### config.mk
export PLATFORM = sky130hd
export DESIGN_NAME = oo_ram
export DESIGN_NICKNAME = d
export VERILOG_FILES = /design/src/oo_ram.sv
export SDC_FILE = /design/constraint.sdc
export NUM_CORES = 1
export LEC_CHECK = 0
export ABC_CLOCK_PERIOD_IN_PS = 4800
export BUFFER_PORTS_ARGS = -buffer_cell sky130_fd_sc_hd__clkbuf_2
export CORE_ASPECT_RATIO = 0.5
export CORE_MARGIN = 2
export CORE_UTILIZATION = 50
export DETAILED_ROUTE_END_ITERATION = 7
export GPL_TIMING_DRIVEN = 0
export PLACE_DENSITY_LB_ADDON = 0.25
export RECOVER_POWER = 25
export SLEW_MARGIN = 40
export SYNTH_ARGS = -nofsm -noshare
export SYNTH_HDL_FRONTEND = slang
export SYNTH_SLANG_ARGS = --single-unit
### constraint.sdc
create_clock -name clk -period 4.8 [get_ports clk]
set_input_delay 0.24 -clock clk [delete_from_list [all_inputs] [get_ports clk]]
set_output_delay 0.24 -clock clk [all_outputs]
set_load 0.02 [all_outputs]
### src/oo_ram.sv
`default_nettype none
module oo_ram #(
    parameter int WIDTH = 8,
    parameter int DEPTH = 16
) (
    input  wire logic                                  clk,
    input  wire logic                                  we,
    input  wire logic [(DEPTH > 1 ? $clog2(DEPTH) : 1)-1:0] waddr,
    input  wire logic [WIDTH-1:0]                      wdata,
    input  wire logic                                  re,
    input  wire logic [(DEPTH > 1 ? $clog2(DEPTH) : 1)-1:0] raddr,
    output logic      [WIDTH-1:0]                      rdata
);
    logic [WIDTH-1:0] mem [DEPTH];

    always_ff @(posedge clk)
    begin
        if (we)
        begin
            mem[waddr] <= wdata;
        end
        if (re)
        begin
            rdata <= mem[raddr];
        end
    end
endmodule
`default_nettype wire
==> qor.csv, run 1 <==
metric;value;unit
placed_area;0.00555;mm^2
nNetsFinal;292;
postCtsHoldBufs;0;
rows;26;
initial_core_util;51.3;%
mostFrequentLayoutCells;136 x edfxtp_1, 20 x clkbuf_2, 18 x mux4_2, 17 x clkbuf_16, 16 x a22oi_1;
endpoint_kind;register;
cts_tree;done;
worstPathRequired;4.93;ns
tightest_slew;0.819;ns
grt_pass1_vias;2626;
p_leak;0.00202;uW
synth.net_count;248;
vias_per_cell;5.76;
drt-initial-drc-count;215;
slew_headroom;45.1;%
insertion_delay;0.41;ns
clock-sinks;136;
synth.distinct_cells;18;
gp_congestion;0.782;
synth_cells;229;
cts_buffers;17;
grt.total_usage;19.9;%
critPathKind;reg -> reg;
grt_pass1_wl;15.5;mm
fin_crit_sh;37.0;%
num_vias;2452;
worstReg2RegStart;mem[1][1]$_DFFE_PP_;
die_h;76.3;um
ant_nets;0;
dp.final_hpwl;6.54;mm
final_common_cell;edfxtp_1;
cts_root_buf;clkbuf_16;
fillers;690;
cts_setup_buffers;0;
core-area;0.0102;mm^2
grt_max_degree;17;
ir_worst_vdd;0.230;mV
worst_r2r_path_depth;3;
endpoint;rdata[1]$_DFFE_PP_;
post_cts_resized;0;
grt_setup_unrepaired;false;
clk_path_buf_depth;2;
arrival;1.91;ns
ys_seq_area_share;78.1;%
ff2ff_setup_slack;3.02;ns
synth_seq_cells;136;
drive_above_1_share;29.4;%
h-tree-depth;4;
fin_area;0.00611;mm^2
grt-ovfl-total;0;
cellPowerDensity;444;mW/mm^2
wl;10.1;mm
path_max_fanout;1;
antenna_found_initial;0;
synthesis.area;0.00523;mm^2
hold_violations;0;
setup.worst_path.start;mem[1][1]$_DFFE_PP_;
die-area;0.0113;mm^2
period_minus_slack;1.78;ns
r2r_end;rdata[1]$_DFFE_PP_;
areaGrowthSynthToFinish;16.9;%
finClkSkew;0.00585;ns
pin_count;27;
status;complete, no violations;
first_pass_iters;5;
fmax;562;MHz
avgSynthCellArea;22.8;um^2
die_w;149;um
fin_tns_setup;0;ns
clk_pin_slew;0.06;ns
final_max_slew_viol_count;0;
synth_warnings;0;
hold_depth;1;
diodes;0;
hold_class;in -> reg;
wl_per_cell;23.7;um
setup_viol;0;
start_kind;register;
io_buffers;25;
maxCapViolCount;0;
drc_errors;0;
## through the flow
stage	setup WS [ns]	util [%]	hold WS [ns]	instances	power, uW
6_report	3.02	60.0	0.248	426	2710
5_1_grt	3.00	60.0	0.268	426	2790
4_1_cts	3.07	60.0	0.171	426	2720
3_5_place_dp	2.80	54.5	0.603	394	1500
3_3_place_gp	2.55	54.3	0.578	394	1500
2_1_floorplan	3.07	-	0.339	229	1440
## critical path, cell delays in order (launching register included)
cell and delay, ns:
edfxtp_1 0.35, mux4_1 0.57, a22oi_1 0.41, nand2_1 0.16
## how the worst min path moves through the flow
stage	start	endpoint	slack (ns)
floorplan	wdata[0]	mem[0][0]$_DFFE_PP_	0.34
global placement	re	rdata[4]$_DFFE_PP_	0.58
detailed placement	re	rdata[4]$_DFFE_PP_	0.60
global route	re	rdata[4]$_DFFE_PP_	0.27
CTS	re	rdata[4]$_DFFE_PP_	0.17
finish	re	rdata[5]$_DFFE_PP_	0.25
## flip-flops by register name (all words and copies together), names as in the netlist
| register | flops |
|---|---|
| rdata | 8 |
| mem | 128 |
## cell usage after synthesis
library cell / number / area share (%)
edfxtp_1: 136 / 78
mux4_2: 18 / 7.8
a22oi_1: 16 / 2.3
mux4_1: 14 / 7.0
nor2_1: 13 / 0.93
nand2_1: 9 / 0.65
nor3_1: 4 / 0.38
buf_2: 3 / 0.29
buf_6: 3 / 0.65
clkdlybuf4s25_2: 3 / 0.57
nand2b_1: 2 / 0.24
nand3b_1: 2 / 0.29
and2_1: 1 / 0.12
and2b_1: 1 / 0.14
buf_4: 1 / 0.14
nand3_1: 1 / 0.096
nor2b_1: 1 / 0.12
or3b_2: 1 / 0.17
## cell type report
| type | count | area [um^2] | share of cell area [%] |
|---|---|---|---|
| repair buffers | 25 | 119 | 1.95 |
| clock buffers | 17 | 425 | 6.96 |
| plain buffers | 10 | 86.3 | 1.41 |
| well taps | 140 | 175 | 2.87 |
| multi-input cells | 83 | 1080 | 17.8 |
| flip-flops and latches | 136 | 4080 | 66.8 |
| clock inverters | 15 | 136 | 2.23 |
## logic make-up after synthesis
family | after synthesis | share of synthesized area, %
AO/OA/AOI/OAI | 16 | 2.30
multiplexers | 32 | 14.8
flip-flops | 136 | 78.1
AND/OR/NAND/NOR | 35 | 3.14
buffers and inverters | 10 | 1.65
## layer usage
metal  GRT usage, %  up-vias  wire [um]
li1               -     1071          -
met1           26.9     1267       4300
met2           30.0       97       4830
met3           7.37       17        767
met4           7.62        0        198
met5              0        -          0
## power by group
part / internal, uW / switching, uW / total [uW]
logic: 50.9 / 82.5 / 133
clock network: 754 / 479 / 1230
registers: 1340 / 6.00 / 1340
total: 2140 / 567 / 2710
(Power assumes the default switching activity.)
==> run 2, diff against run 1 <==
--- a/config.mk
+++ b/config.mk
@@ -5,7 +5,7 @@
 export SDC_FILE = /design/constraint.sdc
 export NUM_CORES = 1
 export LEC_CHECK = 0
-export ABC_CLOCK_PERIOD_IN_PS = 4800
+export ABC_CLOCK_PERIOD_IN_PS = 1600
 export BUFFER_PORTS_ARGS = -buffer_cell sky130_fd_sc_hd__clkbuf_2
 export CORE_ASPECT_RATIO = 0.5
 export CORE_MARGIN = 2
==> constraint.sdc (replaced) <==
create_clock -name clk -period 1.6 [get_ports clk]
set_input_delay 0.08 -clock clk [delete_from_list [all_inputs] [get_ports clk]]
set_output_delay 0.08 -clock clk [all_outputs]
set_load 0.02 [all_outputs]
==> run 2 against run 1 <==
Against the previous run:
- clock-buffer cell count stayed put
- cell count stayed put
- utilization is 0.25 points higher
- global-route usage is 0.054 points lower
- sequential share of layout area is 0.27 points lower
- first-iteration DRC count is 3.3% higher
- fmax is 13% higher
- clock power grew to 3.0 times the previous value
- critical path depth stayed put
- non-clock buffer count stayed put
- routed wire length hardly changed
- total power grew to 3.0 times the previous value
- critical endpoint is now rdata[4]$_DFFE_PP_
- largest power group unchanged
- highest routed layer unchanged
==> qor.csv, run 2 (same netlist as run 1, synthesis figures left out) <==
metric;value;unit
clk_path_buf_depth;2;
drt-initial-drc-count;222;
vias_per_cell;5.71;
nNetsFinal;292;
worstPathRequired;1.74;ns
initial_core_util;51.3;%
status;complete, no violations;
cts_buffers;17;
path_delay_family;multiplexers;
clk_pin_slew;0.06;ns
dpl.cell_count;394;
rows;26;
crit_path_cell_trace;mux4_2 -> a22oi_1 -> nand2_1;
fin_crit_sh;97.9;%
hold_class;in -> reg;
grt.total_usage;19.9;%
ir_worst_vdd;0.683;mV
finClkSkew;0.0118;ns
slowest_delay;0.49;ns
period_minus_slack;1.57;ns
dp.final_hpwl;6.54;mm
drc_errors;0;
insertion_delay;0.42;ns
grt_setup_unrepaired;false;
fmax;638;MHz
final_max_slew_viol_count;0;
start_kind;register;
num_vias;2432;
grt_pass1_wl;15.5;mm
die_h;76.3;um
antenna_found_initial;0;
path_max_fanout;1;
diodes;0;
arrival;1.71;ns
tightest_slew;0.815;ns
reg.largest.list;mem (128), rdata (8);
drive_above_1_share;32.5;%
h-tree-depth;4;
final_common_cell;edfxtp_1;
pin_count;27;
wl;10.1;mm
fillers;696;
slew_headroom;45.5;%
ant_nets;0;
grt-ovfl-total;0;
stdcell_count;426;
regMostFlops;mem;
wl_per_cell;23.7;um
setup_viol;0;
grt_max_degree;17;
mostFrequentLayoutCells;136 x edfxtp_1, 20 x mux4_2, 20 x clkbuf_2, 17 x clkbuf_16, 12 x mux4_1;
postCtsHoldBufs;0;
utilization;60.3;%
areaGrowthSynthToFinish;17.4;%
critPathKind;reg -> reg;
p_leak;0.00201;uW
first_pass_iters;4;
largest_register_ffs;128;
cts_root_buf;clkbuf_16;
hold_violations;0;
cts_tree;done;
totalPowerFinal;8140;uW
gp_congestion;0.782;
io_buffers;25;
core-area;0.0102;mm^2
endpoint_kind;register;
cp_num_buf_inv;0;
grt_pass1_vias;2624;
clock-sinks;136;
maxCapViolCount;0;
die-area;0.0113;mm^2
crit_slowest_cell;mux4_2;
die_w;149;um
cellPowerDensity;1330;mW/mm^2
-- run 2: power breakdown --
group / switching (uW) / internal (uW) / leakage (uW)
combinational: 252 / 158 / 0.000506
clock: 1430 / 2260 / 0.000272
sequential: 18.3 / 4020 / 0.00124
total: 1700 / 6440 / 0.00201
-- run 2: final cells by class --
type	instances	area, um^2	area share [%]
well taps	140	175	2.85
plain buffers	10	86.3	1.41
clock inverters	15	136	2.22
clock buffers	17	425	6.93
multi-input cells	83	1110	18.1
repair buffers	25	119	1.94
flip-flops and latches	136	4080	66.6
-- run 2: layer usage --
metal / up-vias / part of all wire [%] / global-route usage, %
met1: 1254 / 42 / 26.9
met4: 0 / 1.1 / 7.52
met5: - / 0 / 0
met3: 11 / 8.3 / 7.37
met2: 95 / 49 / 29.9
li1: 1072 / - / -
-- run 2: worst reg2reg max path, cell delays in order, from the launching register on --
cell      delay (ns)
edfxtp_1        0.37
mux4_2          0.49
a22oi_1         0.30
nand2_1         0.14
-- run 2: path summary, 6_finish.rpt --
path,from,end,slack [ns],depth (start not counted)
max,mem[2][4]$_DFFE_PP_,rdata[4]$_DFFE_PP_,0.03,3
min,re,rdata[5]$_DFFE_PP_,0.09,1
max reg2reg,mem[2][4]$_DFFE_PP_,rdata[4]$_DFFE_PP_,0.03,3
min reg2reg,mem[12][3]$_DFFE_PP_,rdata[3]$_DFFE_PP_,0.76,3
-- run 2: through the flow --
step                setup slack [ns]  TNS [ns]  hold slack (ns)  instance area [um^2]
floorplan                     0.0271         0            0.179                  5230
global placement              -0.490    -10.91            0.418                  5530
detailed placement            -0.242     -5.33            0.443                  5550
CTS                          -0.0110   -0.0110           0.0109                  6120
global route                 0.00577         0            0.108                  6140
finish                        0.0331         0           0.0902                  6140
-- run 2: repair_timing --
item | 4_1_cts | 5_1_grt
setup buffers | 0 | 0
endpoints found under the setup margin | 3 | 5
gates resized for setup | 3 | 6
pin swaps | 1 | 2
==> run 3, diff against run 2 <==
--- a/config.mk
+++ b/config.mk
@@ -8,7 +8,6 @@
 export ABC_CLOCK_PERIOD_IN_PS = 1600
 export BUFFER_PORTS_ARGS = -buffer_cell sky130_fd_sc_hd__clkbuf_2
 export CORE_ASPECT_RATIO = 0.5
-export CORE_MARGIN = 2
 export CORE_UTILIZATION = 50
 export DETAILED_ROUTE_END_ITERATION = 7
 export GPL_TIMING_DRIVEN = 0
==> run 3 against run 2 <==
Against the previous run:
- clock power rose by 15%
- critical path depth unchanged
- clock skew down 0.0058 ns
==> qor.csv, run 3 (same netlist as run 1, synthesis figures left out) <==
metric;value;unit
status;complete, no violations;
drc_errors;0;
grt_max_degree;17;
slowest_delay;0.54;ns
core-area;0.00979;mm^2
cts_buffers;17;
worstPathRequired;1.75;ns
first_pass_iters;4;
diodes;0;
hold_class;in -> reg;
cts_root_buf;clkbuf_16;
die_h;74.3;um
critPathKind;reg -> reg;
initial_core_util;53.4;%
setup_viol;0;
pin_count;27;
vias_per_cell;5.88;
areaGrowthSynthToFinish;19.0;%
insertion_delay;0.41;ns
cellPowerDensity;1400;mW/mm^2
h-tree-depth;4;
crit_slowest_cell;mux4_1;
wl;9.85;mm
regMostFlops;mem;
setup.worst_path.start;mem[1][1]$_DFFE_PP_;
drive_above_1_share;30.8;%
rows;25;
crit_path_cell_trace;mux4_1 -> a22oi_2 -> nand2_1;
clock-sinks;136;
die_w;147;um
largest_register_ffs;128;
gp_congestion;0.778;
reg.largest.list;mem (128), rdata (8);
dpl.cell_count;389;
endpoint_kind;register;
io_buffers;25;
ant_nets;0;
antenna_found_initial;0;
p_leak;0.00206;uW
ff2ff_setup_slack;0.04;ns
postCtsHoldBufs;0;
grt.total_usage;20.5;%
slew_headroom;45.0;%
stdcell_count;421;
arrival;1.71;ns
worst_r2r_path_depth;3;
grt_setup_unrepaired;false;
drt-initial-drc-count;243;
dp.final_hpwl;6.40;mm
fin_crit_sh;97.5;%
fmax;641;MHz
mostFrequentLayoutCells;136 x edfxtp_1, 19 x mux4_2, 19 x clkbuf_2, 17 x clkbuf_16, 13 x mux4_1;
finClkSkew;0.00597;ns
final_max_slew_viol_count;0;
die-area;0.0109;mm^2
totalPowerFinal;8690;uW
tightest_slew;0.822;ns
cts_setup_buffers;0;
num_vias;2474;
wl_per_cell;23.4;um
clk_pin_slew;0.06;ns
grt_pass1_vias;2555;
r2r_end;rdata[1]$_DFFE_PP_;
clk_path_buf_depth;2;
ir_worst_vdd;0.663;mV
period_minus_slack;1.56;ns
final_common_cell;edfxtp_1;
worstReg2RegStart;mem[1][1]$_DFFE_PP_;
cts_tree;done;
path_max_fanout;1;
maxCapViolCount;0;
start_kind;register;
nNetsFinal;292;
hold_violations;0;
grt-ovfl-total;0;
grt_pass1_wl;15.0;mm
endpoint;rdata[1]$_DFFE_PP_;
-- run 3: cell types whose count changed in the layout (fill, tap and decap cells not counted), sizes merged --
cell	change
clkinvlp	-2
clkinv	-6
bufinv	+4
clkbuf	+4
-- run 3: stage by stage --
stage | setup WS, ns | area, um^2 | hold slack [ns] | utilization [%] | TNS (ns)
floorplan | 0.0271 | 5230 | 0.179 | - | 0
global placement | -0.524 | 5520 | 0.418 | 56.4 | -11.77
detailed placement | -0.135 | 5540 | 0.437 | 56.6 | -4.33
CTS | 0.0216 | 6200 | 0.00494 | 63.3 | 0
global route | 0.0217 | 6220 | 0.115 | 63.5 | 0
finish | 0.0401 | 6220 | 0.0745 | 63.5 | 0
-- run 3: worst min-delay path by stage --
stage | startpoint | endpoint | slack, ns | depth (start not counted)
after floorplan | wdata[0] | mem[0][0]$_DFFE_PP_ | 0.18 | 0
after global placement | re | rdata[6]$_DFFE_PP_ | 0.42 | 1
after detailed placement | re | rdata[5]$_DFFE_PP_ | 0.44 | 1
after CTS | re | rdata[5]$_DFFE_PP_ | 0.005 | 1
after global routing | re | rdata[5]$_DFFE_PP_ | 0.12 | 1
final | re | rdata[5]$_DFFE_PP_ | 0.07 | 1
-- run 3: where the power goes --
part	leakage, uW	internal (uW)	switching [uW]	total (uW)
clock	0.000312	2900	1350	4240
sequential	0.00124	4020	18.7	4040
combinational	0.000509	158	252	410
total	0.00206	7070	1620	8690
-- run 3: repair_timing --
| item | in CTS | in global routing |
|---|---|---|
| setup endpoints to repair | 3 | 6 |
| gates resized for setup | 3 | 4 |
| pin swaps | 0 | 3 |
-- run 3: layout make-up --
cell class,count,area [um^2]
Tap cell,135,169
Multi-Input combinational cell,83,1120
Clock inverter,11,201
Buffer,10,86.3
Clock buffer,21,440
Fill cell,641,3570
Sequential cell,136,4080
Timing Repair Buffer,25,118
-- run 3: layer usage --
metal | vias up | part of all wire [%] | wire [um] | track usage (%)
met3 | 7 | 7.7 | 762 | 9.14
met2 | 86 | 48 | 4710 | 31.6
met4 | 0 | 0.81 | 80 | 6.94
li1 | 1070 | - | - | -
met5 | - | 0 | 0 | 0
met1 | 1311 | 44 | 4300 | 26.4
-- run 3: worst max-delay path: cells and delay by family (launching register included) --
kind             cells  cell delay (ns)
AND/OR/NAND/NOR      1             0.13
AO/OA/AOI/OAI        1             0.27
multiplexers         1             0.54
flip-flops           1             0.35
